==> src/rtl/tbe_pkg.sv <==
// shared types, framing constants and the biphase-mark encode function
package tbe_pkg;

	localparam int BLOCK_BYTES = 256;
	localparam int POS_W = $clog2(BLOCK_BYTES + 1);

	localparam int LEADER_BYTES = 32;
	localparam int SYNC_BYTES = 3;
	localparam logic [7:0] LEADER_CODE = 8'h00;
	localparam logic [7:0] SYNC_CODE = 8'h16;
	localparam logic [7:0] STX_CODE = 8'h02;
	localparam logic [7:0] ETX_CODE = 8'h03;

	// byte slots of one sequence, preamble through checksum
	localparam int IDX_LEADER = 0;
	localparam int IDX_SYNC = IDX_LEADER + LEADER_BYTES;
	localparam int IDX_STX = IDX_SYNC + SYNC_BYTES;
	localparam int IDX_DATA = IDX_STX + 1;
	localparam int IDX_ETX = IDX_DATA + 1;
	localparam int IDX_CSUM_LO = IDX_ETX + 1;
	localparam int IDX_CSUM_HI = IDX_CSUM_LO + 1;
	localparam int STEP_W = $clog2(IDX_CSUM_HI + 1);

	localparam int QUEUE_DEPTH = 2;
	localparam int QPTR_W = $clog2(QUEUE_DEPTH);
	localparam int QCNT_W = $clog2(QUEUE_DEPTH + 1);

	typedef struct packed {
		logic [7:0]  data;
		logic        first;
		logic        last;
		logic [15:0] csum;
	} cmd_t;

	typedef struct packed {
		logic [15:0] cells;
		logic [7:0]  byte_val;
		logic        run_end;
		logic        block_end;
	} res_t;

	typedef struct packed {
		logic empty;
		logic full;
	} q_stat_t;

	// returns {new line level, 16 half-cell levels}
	function automatic logic [16:0] biphase_encode(input logic level, input logic [7:0] val);
		logic       lvl;
		logic [15:0] cells;
		lvl = level;
		cells = '0;
		for (int i = 0; i < 8; i++) begin
			lvl = ~lvl;
			cells[2*i] = lvl;
			if (val[i]) begin
				lvl = ~lvl;
			end
			cells[2*i+1] = lvl;
		end
		return {lvl, cells};
	endfunction

endpackage

==> src/rtl/tape_block_biphase_encoder_core.sv <==
// top level of the cassette block encoder with biphase-mark line coding
//
//  channel   handshake        payload
//  input     push / full      data_byte
//  result    pop / empty      half_cells, sent_byte, run_end, block_end
//
// the back sequencer emits one framed byte per cycle unless its command queue
// is empty or its result queue full: a middle payload word gives 1 byte, a
// block's first word 37 (preamble), its last 4 (etx, checksum); 256 words 295.
// input is taken while the two-entry command queue has room, results leave
// through a two-entry result queue, so either side may stall on its own.
// arst_n clears position, checksum, queues and sets the line level high.
module tape_block_biphase_encoder_core
	import tbe_pkg::*;
(
	input  logic        clk,
	input  logic        arst_n,
	input  logic        push,
	output logic        full,
	input  logic [7:0]  data_byte,
	output logic        empty,
	input  logic        pop,
	output logic [15:0] half_cells,
	output logic [7:0]  sent_byte,
	output logic        run_end,
	output logic        block_end
);

	logic    accept;
	cmd_t    front_cmd;
	cmd_t    head_cmd;
	q_stat_t cmd_stat;
	logic    cmd_pop;
	res_t    res;

	assign full = cmd_stat.full;
	assign accept = push && !cmd_stat.full;

	tbe_front u_front (
		.clk       (clk),
		.arst_n    (arst_n),
		.accept    (accept),
		.data_byte (data_byte),
		.cmd       (front_cmd)
	);

	tbe_cmd_queue u_cmd_queue (
		.clk    (clk),
		.arst_n (arst_n),
		.wr_en  (accept),
		.wr_cmd (front_cmd),
		.rd_en  (cmd_pop),
		.rd_cmd (head_cmd),
		.stat   (cmd_stat)
	);

	tbe_back u_back (
		.clk       (clk),
		.arst_n    (arst_n),
		.cmd       (head_cmd),
		.cmd_stat  (cmd_stat),
		.cmd_pop   (cmd_pop),
		.res_pop   (pop),
		.res_empty (empty),
		.res       (res)
	);

	assign half_cells = res.cells;
	assign sent_byte = res.byte_val;
	assign run_end = res.run_end;
	assign block_end = res.block_end;

endmodule

==> src/rtl/tbe_front.sv <==
// front: tracks block position and checksum, builds one command per word
module tbe_front
	import tbe_pkg::*;
(
	input  logic       clk,
	input  logic       arst_n,
	input  logic       accept,
	input  logic [7:0] data_byte,
	output cmd_t       cmd
);

	logic [POS_W-1:0] pos_q;
	logic [15:0]      sum_q;
	logic [15:0]      sum_base;
	logic [15:0]      sum_new;
	logic             first;
	logic             last;

	assign first = (pos_q == '0);
	assign last = (pos_q == POS_W'(BLOCK_BYTES - 1));
	assign sum_base = first ? 16'd0 : sum_q;
	assign sum_new = sum_base + {8'd0, data_byte};

	always_comb begin
		cmd.data = data_byte;
		cmd.first = first;
		cmd.last = last;
		cmd.csum = sum_new + {8'd0, ETX_CODE};
	end

	always_ff @(posedge clk or negedge arst_n) begin
		if (!arst_n) begin
			pos_q <= '0;
			sum_q <= '0;
		end else if (accept) begin
			pos_q <= last ? '0 : pos_q + POS_W'(1);
			sum_q <= sum_new;
		end
	end

endmodule

==> src/rtl/tbe_cmd_queue.sv <==
// short command queue between front and back
module tbe_cmd_queue
	import tbe_pkg::*;
(
	input  logic    clk,
	input  logic    arst_n,
	input  logic    wr_en,
	input  cmd_t    wr_cmd,
	input  logic    rd_en,
	output cmd_t    rd_cmd,
	output q_stat_t stat
);

	cmd_t              mem_q [QUEUE_DEPTH];
	logic [QPTR_W-1:0] wr_ptr_q;
	logic [QPTR_W-1:0] rd_ptr_q;
	logic [QCNT_W-1:0] cnt_q;

	assign stat.empty = (cnt_q == '0);
	assign stat.full = (cnt_q == QCNT_W'(QUEUE_DEPTH));
	assign rd_cmd = mem_q[rd_ptr_q];

	always_ff @(posedge clk) begin
		if (wr_en) begin
			mem_q[wr_ptr_q] <= wr_cmd;
		end
	end

	always_ff @(posedge clk or negedge arst_n) begin
		if (!arst_n) begin
			wr_ptr_q <= '0;
			rd_ptr_q <= '0;
			cnt_q <= '0;
		end else begin
			if (wr_en) begin
				wr_ptr_q <= wr_ptr_q + QPTR_W'(1);
			end
			if (rd_en) begin
				rd_ptr_q <= rd_ptr_q + QPTR_W'(1);
			end
			case ({wr_en, rd_en})
				2'b10: cnt_q <= cnt_q + QCNT_W'(1);
				2'b01: cnt_q <= cnt_q - QCNT_W'(1);
				default: cnt_q <= cnt_q;
			endcase
		end
	end

endmodule

==> src/rtl/tbe_back.sv <==
// back: steps through the framed bytes of a command and biphase-encodes them
module tbe_back
	import tbe_pkg::*;
(
	input  logic    clk,
	input  logic    arst_n,
	input  cmd_t    cmd,
	input  q_stat_t cmd_stat,
	output logic    cmd_pop,
	input  logic    res_pop,
	output logic    res_empty,
	output res_t    res
);

	logic              busy_q;
	logic [STEP_W-1:0] step_q;
	logic              level_q;
	res_t              oq_q [QUEUE_DEPTH];
	logic [QPTR_W-1:0] oq_wr_q;
	logic [QPTR_W-1:0] oq_rd_q;
	logic [QCNT_W-1:0] oq_cnt_q;

	logic [STEP_W-1:0] start_idx;
	logic [STEP_W-1:0] end_idx;
	logic [STEP_W-1:0] cur_idx;
	logic [7:0]        cur_byte;
	logic [16:0]       enc;
	logic              emit;
	logic              done;
	logic              oq_pop;
	res_t              new_res;

	assign start_idx = cmd.first ? STEP_W'(IDX_LEADER) : STEP_W'(IDX_DATA);
	assign end_idx = cmd.last ? STEP_W'(IDX_CSUM_HI) : STEP_W'(IDX_DATA);
	assign cur_idx = busy_q ? step_q : start_idx;

	always_comb begin
		if (cur_idx < STEP_W'(IDX_SYNC)) begin
			cur_byte = LEADER_CODE;
		end else if (cur_idx < STEP_W'(IDX_STX)) begin
			cur_byte = SYNC_CODE;
		end else if (cur_idx == STEP_W'(IDX_STX)) begin
			cur_byte = STX_CODE;
		end else if (cur_idx == STEP_W'(IDX_DATA)) begin
			cur_byte = cmd.data;
		end else if (cur_idx == STEP_W'(IDX_ETX)) begin
			cur_byte = ETX_CODE;
		end else if (cur_idx == STEP_W'(IDX_CSUM_LO)) begin
			cur_byte = cmd.csum[7:0];
		end else begin
			cur_byte = cmd.csum[15:8];
		end
	end

	assign enc = biphase_encode(level_q, cur_byte);
	assign emit = !cmd_stat.empty && (oq_cnt_q != QCNT_W'(QUEUE_DEPTH));
	assign done = (cur_idx == end_idx);
	assign cmd_pop = emit && done;

	always_comb begin
		new_res.cells = enc[15:0];
		new_res.byte_val = cur_byte;
		new_res.run_end = done;
		new_res.block_end = (cur_idx == STEP_W'(IDX_CSUM_HI));
	end

	always_ff @(posedge clk or negedge arst_n) begin
		if (!arst_n) begin
			busy_q <= 1'b0;
			step_q <= '0;
			level_q <= 1'b1;
		end else if (emit) begin
			busy_q <= !done;
			step_q <= cur_idx + STEP_W'(1);
			level_q <= enc[16];
		end
	end

	// result queue lets the sequencer keep going while a word waits
	assign res_empty = (oq_cnt_q == '0);
	assign oq_pop = res_pop && !res_empty;
	assign res = oq_q[oq_rd_q];

	always_ff @(posedge clk) begin
		if (emit) begin
			oq_q[oq_wr_q] <= new_res;
		end
	end

	always_ff @(posedge clk or negedge arst_n) begin
		if (!arst_n) begin
			oq_wr_q <= '0;
			oq_rd_q <= '0;
			oq_cnt_q <= '0;
		end else begin
			if (emit) begin
				oq_wr_q <= oq_wr_q + QPTR_W'(1);
			end
			if (oq_pop) begin
				oq_rd_q <= oq_rd_q + QPTR_W'(1);
			end
			case ({emit, oq_pop})
				2'b10: oq_cnt_q <= oq_cnt_q + QCNT_W'(1);
				2'b01: oq_cnt_q <= oq_cnt_q - QCNT_W'(1);
				default: oq_cnt_q <= oq_cnt_q;
			endcase
		end
	end

endmodule

==> config.mk <==
export PLATFORM = sky130hd
export DESIGN_NAME = tape_block_biphase_encoder_core
export DESIGN_NICKNAME = d
export VERILOG_FILES = /design/src/rtl/tbe_pkg.sv /design/src/rtl/tape_block_biphase_encoder_core.sv /design/src/rtl/tbe_front.sv /design/src/rtl/tbe_cmd_queue.sv /design/src/rtl/tbe_back.sv
export SDC_FILE = /design/constraint.sdc
export NUM_CORES = 1
export LEC_CHECK = 0
export CAP_MARGIN = 10
export CORE_ASPECT_RATIO = 2
export CORE_MARGIN = 4
export CORE_UTILIZATION = 50
export CTS_CLUSTER_SIZE = 25
export DETAILED_ROUTE_END_ITERATION = 8
export DONT_BUFFER_PORTS = 1
export PLACE_DENSITY_LB_ADDON = 0.1
export SLEW_MARGIN = 30
export SYNTH_ARGS = -nofsm -noshare
export SYNTH_HDL_FRONTEND = slang
export SYNTH_SLANG_ARGS = --single-unit
==> constraint.sdc <==
create_clock -name clk -period 5.7 [get_ports clk]
set_clock_uncertainty 0.05 [all_clocks]
set_input_delay 0.57 -clock clk [delete_from_list [all_inputs] [get_ports clk]]
set_output_delay 0.57 -clock clk [all_outputs]
set_load 0.02 [all_outputs]
==> results.md, run 1 <==
* Mux cell area share after synthesis at 0.0849
* Num CTS Buffers at 17
* Wire length per cell at 17.5 um
* Setup crit start kind: register
* # nets final at 596
* Drt first-iter violations at 166
* Syn Std Cell Area at 6960 um2
* Worst hold path type: in2reg
* DRC Markers at 0
* Final ANT Viol Nets at 0
* Max Freq at 212 MHz
* Final slew viol count at 0
* Remaining global-route overflow at 0
* Critical path class: reg2reg
* Endpoints failing setup at 0
* Yosys cell types at 54
* Simple-Gate Fraction of Synth Area at 0.110
* Worst hold start: data_byte[2]
* Post-Synth XOR/XNOR Area at 0.0651
* Synthesized instance count at 559
* Clock Latency Late Sink at 0.41 ns
* Dpl hpwl at 9.88 mm
* Vias post-DR at 4253
* Postcts setup bufs at 0
* All-layer global routing usage at 0.176
* Largest family of logic cells by synthesized area: simple AND/OR/NAND/NOR gates
* Number of filler cells placed in the layout at 1138
* Die area at 16000 um2
* Post-synth top area share at 0.449
* Drt pass-1 iters at 4
* Worst-path clk slew at 0.06 ns
* Clock sink total at 145
* R2R Path Start: u_front.pos_q[4]
* Initial core utilization at 0.512
* Clk buf depth at 2
* Die height at 175 um
* Relative slew margins at 0.423
* Fin crit period at 4.73 ns
* Final TNS setup at 0 ns
* Adder-Cell Fraction of Synth Area at 0.0334
* Synthesized Nets at 589
* First-pass GRT wire length at 21.8 mm
* Status: completed
* IO Pins at 40
* Register area at 4150 um2
* H-tree depth at 4
* Largest net degree at the start of global routing at 42
* Syn avg cell area at 12.4 um2
* Max-cap viol count at 0
* Antenna cells at 0
* Final hold violation count at 0
* CP max FO at 17
* Area Growth Syn to Fin at 11.7%
* Initial antenna violation count at 0
* FP Rows at 60
* Post-synth EDFFs at 104
* Root Driver: clkbuf_16
* Layout cells sized above 1 at 0.149
* PortBufs at 0
* Area fraction in compound gates after synthesis at 0.0833
* Number of global-route vias before repair at 4379
* Multi-input logic area at 2630 um2
* Register bit total from synthesis at 145
* Sequential area share after synthesis at 0.596
* Ys Warns at 0
* Data arrival, critical path at 4.83 ns
* Worst setup EP type: register
* Floorplan core area at 13600 um2
* Synth Flop Type: edfxtp_1
* RSZ-0062 raised after global routing: no
* Final period utilization at 0.829
* Die X at 91.4 um
* Routed WL at 13.4 mm
* Worst Setup SP: u_front.pos_q[4]
* Worst EP required at 5.80 ns
* Fraction of registers with async set/reset at 0.283
* Biggest area consumer among synthesized cells: edfxtp_1
* Slew at the pin with the worst max-slew slack at 0.860 ns
* Placer Congestion at 0.904
* Main area contributors after synthesis: edfxtp_1, dfrtp_1, mux2_2
* CTS tree: yes
* Vias per cell at 5.56
routing by layer:
| layer | track usage | vias to the layer above | wire length, um |
|---|---|---|---|
| met5 | 0 | - | 0 |
| met4 | 0.0976 | 0 | 568 |
| met3 | 0.0457 | 36 | 501 |
| met2 | 0.339 | 99 | 7690 |
| met1 | 0.162 | 2071 | 4640 |
| li1 | - | 2047 | - |
layout make-up:
class / count / area share
inverters: 26 / 0.0126
clock buffers: 19 / 0.0570
flip-flops and latches: 145 / 0.534
well taps: 186 / 0.0300
clock inverters: 13 / 0.0176
multi-input cells: 369 / 0.339
repair buffers: 7 / 0.00966
path summary, 6_finish.rpt:
kind                                                  to  slack (ns)  cells past startpoint
worst max register to register  u_cmd_queue.mem_q[0][14]        0.97                     13
worst min-delay path            u_cmd_queue.mem_q[0][20]        0.20                      0
max in group asynchronous                 u_back.level_q        4.74                      2
worst max-delay path            u_cmd_queue.mem_q[0][14]        0.97                     13
min in group asynchronous              u_front.sum_q[11]        0.59                      2
worst min register to register          u_front.sum_q[5]        0.42                      2
cell usage after synthesis (5+ instances only):
library cell / number
nand2_1: 61
nand2b_1: 6
nand3_1: 15
ha_1: 17
dfrtp_1: 40
nor4_1: 6
xor2_1: 13
a21oi_1: 22
a32oi_1: 5
nor2_1: 29
mux2_2: 36
o21ai_0: 28
clkbuf_1: 12
nor3_1: 11
and3_1: 7
and2_1: 14
edfxtp_1: 104
xnor2_1: 31
mux2i_1: 14
inv_1: 26
worst max-delay path, cell delays in order, from the launching register on:
cell and delay (ns):
dfrtp_1 0.42, nor4_1 0.39, nand2_1 0.38, and2_1 0.32, ha_1 0.28, a21o_1 0.16, a21oi_1 0.22, o21bai_1 0.16
a211oi_1 0.74, o21a_1 0.26, o21ai_0 0.17, nor4_1 0.55, nand3_1 0.18, xnor2_1 0.18
repair_timing:
item	CTS	global route
endpoints found under the hold margin	41	0
hold buffers	2	0
endpoints found under the setup margin	0	0
gates resized for setup	0	0
flip-flops by register name, summed over array words and instances, names as in the netlist, 2 cells and up:
| name | cells |
|---|---|
| u_back.oq_cnt_q | 2 |
| u_back.oq_q | 52 |
| u_back.step_q | 6 |
| u_cmd_queue.cnt_q | 2 |
| u_cmd_queue.mem_q | 52 |
| u_front.pos_q | 9 |
| u_front.sum_q | 16 |
cell usage in the layout (no fill, tap or decap), types with 3 or more instances in the layout:
master and instances:
a32oi_1 5, nor4b_1 3, nand3_1 15, o21ai_0 28, o21bai_1 4, nor2_2 3
ha_1 17, nand2b_1 6, clkinvlp_4 3, nand2_1 61, nor2_1 26, xnor2_1 31
o22ai_1 4, clkbuf_16 17, o31a_1 4, and2_1 14, and3_1 6, inv_1 25
nor4_1 6, a21oi_1 22, a21o_1 4, buf_4 5, clkinv_2 3, xor2_1 13
mux2i_1 14, mux2_2 36, edfxtp_1 104, o221ai_1 3, nor3_1 11, dfrtp_1 39
cell families (layout without fill, tap and decap cells):
group / after synthesis / after routing
xor gates and xnor gates: 47 / 47
AOI/OAI and AO/OA: 90 / 90
DFF: 145 / 145
adders and majority gates: 18 / 18
buffers and inverters: 45 / 65
and+or+nand+nor: 162 / 162
muxes: 52 / 52
stage by stage:
step                worst slack [ns]   util  std cells  hold WS (ns)  cell area [um2]
finish                         0.975  0.572        765         0.199             7770
global route                   0.532  0.572        765         0.179             7770
CTS                             1.01  0.572        765         0.185             7770
detailed placement              1.02  0.526        731         0.226             7150
global placement                1.14  0.526        731         0.226             7150
floorplan                       1.63      -        559         0.224             6960
Power of run 1 is not shown: default switching activity piles up to over one toggle a cycle in this logic, so the estimate is an artifact.
==> run 2: changes to the inputs <==
- ABC_AREA: not set -> 1
- clock period: 5.7 -> 4.8 ns (I/O delays scaled with it)
==> results.md, run 2 <==
* Final period utilization at 0.810
* Number of filler cells placed in the layout at 1249
* Max-cap viol count at 0
* Dpl hpwl at 9.89 mm
* Ys Warns at 0
* Synthesized instance count at 706
* Tot Pwr at 5.95 mW
* Most frequent CP cell: nor2_1
* Final TNS setup at 0 ns
* Initial core utilization at 0.510
* Placer Congestion at 0.821
* Crit-path max cell delay at 0.42 ns
* Final Cell Area at 7950 um2
* Synth Flop Type: edfxtp_1
* Root Driver: clkbuf_16
* Vias post-DR at 4643
* PortBufs at 0
* Endpoints failing setup at 0
* Die X at 92.2 um
* Synthesized Nets at 736
* Largest regs: u_back.oq_q: 52 flops, u_cmd_queue.mem_q: 52 flops, u_front.sum_q: 16 flops
* Final hold violation count at 0
* Syn Std Cell Area at 7090 um2
* Post-synth EDFFs at 104
* Floorplan core area at 13900 um2
* Drt pass-1 iters at 4
* Commonest non-fill, non-tap cell in the layout: nand2_1
* Fraction of registers with async set/reset at 0.283
* P per Cell Area at 749 nW/um2
* Clock power share at 0.220
* Remaining global-route overflow at 0
* P_sw at 2.34 mW
* Drt first-iter violations at 211
* CP Cell Sequence: inv_1, ha_1, nand4_1, nor2_1, buf_4, nor2_1, ha_1, fa_1, xor2_1, inv_1, nor3_1, nand3_1, inv_1, nand4_1, nor3_2, nand2_1, nor2_1, nand2_1, nor2_1, xor2_1
* Area Growth Syn to Fin at 12.2%
* Setup crit start kind: register
* Post-synth top area share at 0.441
* CTS tree: yes
* H-tree depth at 4
* Highest-count cells in the layout ignoring fill and taps: nand2_1, edfxtp_1, inv_1, nor2_1, dfrtp_1
* CP max FO at 14
* First-pass GRT wire length at 22.6 mm
* Worst setup EP type: register
* Biggest area consumer among synthesized cells: edfxtp_1
* Clk buf depth at 2
* Layout cells sized above 1 at 0.142
* Register bit total from synthesis at 145
* Vias per cell at 5.05
* Final Non-Filler Cells at 920
* Post-Place Cells at 886
* Reg-to-reg endpoint: u_cmd_queue.mem_q[0][14]
* Initial antenna violation count at 0
* FP Rows at 61
* Int Pwr at 3.61 mW
* Number of global-route vias before repair at 4826
* DRC Markers at 0
* All-layer global routing usage at 0.178
* Worst-path clk slew at 0.06 ns
* Relative slew margins at 0.399
* Leakage power at 3.39 nW
* Final ANT Viol Nets at 0
* Status: completed
* Final slew viol count at 0
* Comb pwr share at 0.384
* Syn avg cell area at 10.0 um2
* Num CTS Buffers at 17
* Worst Setup SP: u_front.pos_q[0]
* Max Freq at 257 MHz
* Antenna cells at 0
* Seq pwr share at 0.396
* Data arrival, critical path at 3.98 ns
* # nets final at 748
* Critical path class: reg2reg
* Clock sink total at 145
* Placed Area at 7320 um2
* RSZ-0062 raised after global routing: no
* Slowest-stage cell, CP: fa_1
* R2R Path Start: u_front.pos_q[0]
* Fin crit period at 3.89 ns
* VDD IR max at 0.342 mV
* Die area at 16300 um2
* Worst EP required at 4.90 ns
* Worst r2r path cells at 20
* Worst hold path type: in2reg
* Top cells by count, synth: nand2_1, edfxtp_1, inv_1, nor2_1, dfrtp_1
* Most common cell in the netlist: nand2_1
* Sequential area share after synthesis at 0.586
* Die height at 176 um
* Switching Share at 0.393
* Slew at the pin with the worst max-slew slack at 0.902 ns
* Largest net degree at the start of global routing at 42
* Wire length per cell at 14.5 um
* Routed WL at 13.4 mm
* Worst R2R Setup Slack at 0.91 ns
* CP endpoint: u_cmd_queue.mem_q[0][14]
* Clock Latency Late Sink at 0.41 ns
* IO Pins at 40
* Yosys cell types at 46
* Main area contributors after synthesis: edfxtp_1, dfrtp_1, nand2_1
run 2: cell count changes after synthesis, moves of 15 or more:
cell and delta:
nand3_1 +21, mux2_2 -36, nor2_1 +15, xnor2_1 -24, nand2_2 +17, nand2_1 +138
inv_1 +39
run 2: area by class of cell:
| class | count | area, um2 | area share |
|---|---|---|---|
| flip-flops and latches | 145 | 4150 | 0.522 |
| multi-input cells | 468 | 2580 | 0.325 |
| clock buffers | 18 | 429 | 0.0540 |
| inverters | 76 | 285 | 0.0359 |
| well taps | 189 | 236 | 0.0297 |
| clock inverters | 14 | 166 | 0.0209 |
| repair buffers | 10 | 97.6 | 0.0123 |
run 2: what timing repair did:
item / 4_1_cts / 5_1_grt
hold buffers: 2 / 0
endpoints found under the setup margin: 0 / 0
buffers inserted: 0 / 0
endpoints found under the hold margin: 41 / 0
gates resized for setup: 0 / 0
run 2: cell families after synthesis:
family,Yosys count,synth area share
simple gates,342,0.224
flops,145,0.586
buf+inv,93,0.0516
compound gates,72,0.0613
xor+xnor,33,0.0408
fa+ha+maj,18,0.0328
mux,3,0.00424
run 2: power by group through the flow:
stage	combinational, mW	sequential (mW)	clock [mW]
global placement	2.24	2.36	0
global route	2.60	2.42	1.39
detailed placement	2.31	2.38	0
finish	2.29	2.36	1.31
CTS	2.33	2.36	1.34
floorplan	1.86	2.30	0
run 2: critical path: cells and delay by family (launching register included):
| family | cells | cell delay (ns) |
|---|---|---|
| and+or+nand+nor | 11 | 1.54 |
| adders and majority gates | 3 | 0.78 |
| buffers and inverters | 4 | 0.48 |
| DFF | 1 | 0.40 |
| xor gates and xnor gates | 2 | 0.37 |
run 2: per-stage QoR:
step | hold slack, ns | util | setup slack (ns)
CTS | 0.0954 | 0.572 | 0.884
global placement | 0.136 | 0.527 | 1.01
global route | 0.0949 | 0.572 | 0.450
finish | 0.113 | 0.572 | 0.914
detailed placement | 0.136 | 0.527 | 0.885
floorplan | 0.134 | - | 1.04
run 2: worst min-delay path by stage:
stage / from / end / slack (ns) / cells past startpoint
3_5_place_dp: arst_n / u_front.sum_q[11] / 0.14 / 0
5_1_grt: data_byte[7] / u_cmd_queue.mem_q[0][25] / 0.09 / 0
6_report: data_byte[7] / u_cmd_queue.mem_q[0][25] / 0.11 / 0
4_1_cts: data_byte[7] / u_cmd_queue.mem_q[0][25] / 0.1 / 0
3_3_place_gp: arst_n / u_front.sum_q[10] / 0.14 / 0
2_1_floorplan: arst_n / u_back.busy_q / 0.13 / 0
run 2: layer usage:
metal / share of wire / up-vias / track usage
met5: 0 / - / 0
met4: 0.025 / 0 / 0.0850
met3: 0.037 / 23 / 0.0397
met2: 0.57 / 77 / 0.346
met1: 0.37 / 2172 / 0.172
li1: - / 2371 / -
Power figures use the tool's default switching activity.
==> run 3: changes to the inputs <==
- clock period: 4.8 -> 3.3 ns (I/O delays scaled with it)
==> results.md, run 3 (synthesized netlist as in run 2, its figures left out) <==
* Remaining global-route overflow at 0
* Vias post-DR at 5035
* Drt first-iter violations at 150
* Final TNS setup at -1.74 ns
* Comb pwr share at 0.451
* Status: finished with violations
* Endpoints failing setup at 12
* Final period utilization at 1.07
* Post-Place Cells at 937
* Wire length per cell at 14.6 um
* Clock power share at 0.200
* VDD IR max at 0.563 mV
* Failing checks: negative setup slack
* Number of global-route vias before repair at 4917
* Final Cell Area at 8920 um2
* CP max FO at 4
* Max-cap viol count at 0
* CTS tree: yes
* Final slew viol count at 0
* Worst EP required at 3.41 ns
* Worst-path clk slew at 0.06 ns
* Placer Congestion at 0.863
* Switching Share at 0.390
* P per Cell Area at 1080 nW/um2
* Final WS setup at -0.226 ns
* Highest-count cells in the layout ignoring fill and taps: nand2_1, edfxtp_1, buf_4, inv_1, dfrtp_1
* Commonest non-fill, non-tap cell in the layout: nand2_1
* H-tree depth at 4
* Area Growth Syn to Fin at 25.9%
* Clk buf depth at 2
* Data arrival, critical path at 3.63 ns
* Worst hold path type: in2reg
* Largest net degree at the start of global routing at 42
* RSZ-0062 raised after global routing: yes
* CP Cell Sequence: inv_2, ha_4, nand4_1, nor2_4, nor2_4, ha_4, fa_2, nand3_2, nand3_2, a21oi_2, o21bai_1, a21oi_1, o21ai_2, and3_4, xor2_4, nand2_1, nor2_1, nand2_1, nor2_1, nand2_1, xor2_1
* Placed Area at 7800 um2
* FP Rows at 61
* Die area at 16300 um2
* Initial antenna violation count at 0
* Dpl hpwl at 10.2 mm
* Root Driver: clkbuf_16
* Final hold violation count at 0
* Floorplan core area at 13900 um2
* P_sw at 3.76 mW
* Leakage power at 3.81 nW
* Max Freq at 284 MHz
* # nets final at 828
* PortBufs at 0
* Most frequent CP cell: nand2_1
* R2R Path Start: u_front.pos_q[0]
* DRC Markers at 0
* Critical path class: reg2reg
* Slew at the pin with the worst max-slew slack at 0.757 ns
* Worst setup EP type: register
* Clock sink total at 145
* Seq pwr share at 0.349
* Die height at 176 um
* Num CTS Buffers at 17
* Fin crit period at 3.53 ns
* Int Pwr at 5.88 mW
* Crit-path max cell delay at 0.39 ns
* Slowest-stage cell, CP: dfrtp_1
* Final ANT Viol Nets at 0
* All-layer global routing usage at 0.182
* Initial core utilization at 0.510
* Worst hold start: pop
* Worst R2R Setup Slack at -0.23 ns
* Final core utilization at 0.642
* Clock Latency Late Sink at 0.42 ns
* Drt pass-1 iters at 5
* Final Non-Filler Cells at 1000
* Largest regs: u_back.oq_q: 52 flops, u_cmd_queue.mem_q: 52 flops, u_front.sum_q: 16 flops
* Die X at 92.2 um
* Number of filler cells placed in the layout at 1104
* First-pass GRT wire length at 22.9 mm
* Vias per cell at 5.04
* Layout cells sized above 1 at 0.286
* Pre-CTS setup slack at -0.395 ns
* Tot Pwr at 9.65 mW
* Worst Setup SP: u_front.pos_q[0]
* Routed WL at 14.6 mm
* Setup crit start kind: register
* IO Pins at 40
* Antenna cells at 0
* Relative slew margins at 0.492
* Hold slack at 0.0864 ns
## run 3: critical path: cells and delay by family (launching register included)
kind | cells | cell delay (ns)
simple gates | 11 | 1.20
xor+xnor | 2 | 0.32
buf+inv | 1 | 0.08
flops | 1 | 0.39
fa+ha+maj | 3 | 0.63
compound gates | 4 | 0.58
## run 3: power by group through the flow
stage	registers, mW	clock network, mW	logic (mW)
floorplan	3.35	0	2.81
global placement	3.37	0	3.84
detailed placement	3.40	0	3.95
CTS	3.37	1.96	4.14
global route	3.44	2.04	4.84
finish	3.37	1.93	4.35
## run 3: what timing repair did
action                                 4_1_cts  5_1_grt
cloned                                       0        1
endpoints found under the hold margin       57        0
setup endpoints to repair                   19       23
buffers inserted                             9       12
resized for setup                           21       36
hold buffers                                10        0
pin swaps                                   30       21
## run 3: metal layers
| layer | wire length [um] | up-vias | track usage |
|---|---|---|---|
| met3 | 402 | 32 | 0.0371 |
| li1 | - | 2529 | - |
| met5 | 0 | - | 0 |
| met2 | 8420 | 87 | 0.358 |
| met1 | 5250 | 2387 | 0.174 |
| met4 | 478 | 0 | 0.0881 |
## run 3: area by class of cell
type	count	area [um2]	share of cell area
well taps	189	236	0.0265
clock buffers	19	433	0.0485
inverters	76	285	0.0320
flip-flops and latches	145	4150	0.466
clock inverters	13	161	0.0181
multi-input cells	469	2920	0.327
repair buffers	89	733	0.0822
## run 3: final timing paths
| kind | endpoint | cells after the start |
|---|---|---|
| worst max-delay path | u_cmd_queue.mem_q[1][15] | 21 |
| worst min-delay path | u_back.oq_rd_q | 2 |
| worst max register to register | u_cmd_queue.mem_q[1][15] | 21 |
| worst min register to register | u_front.sum_q[0] | 2 |
| max in group asynchronous | u_back.level_q | 2 |
| min in group asynchronous | u_front.sum_q[12] | 2 |
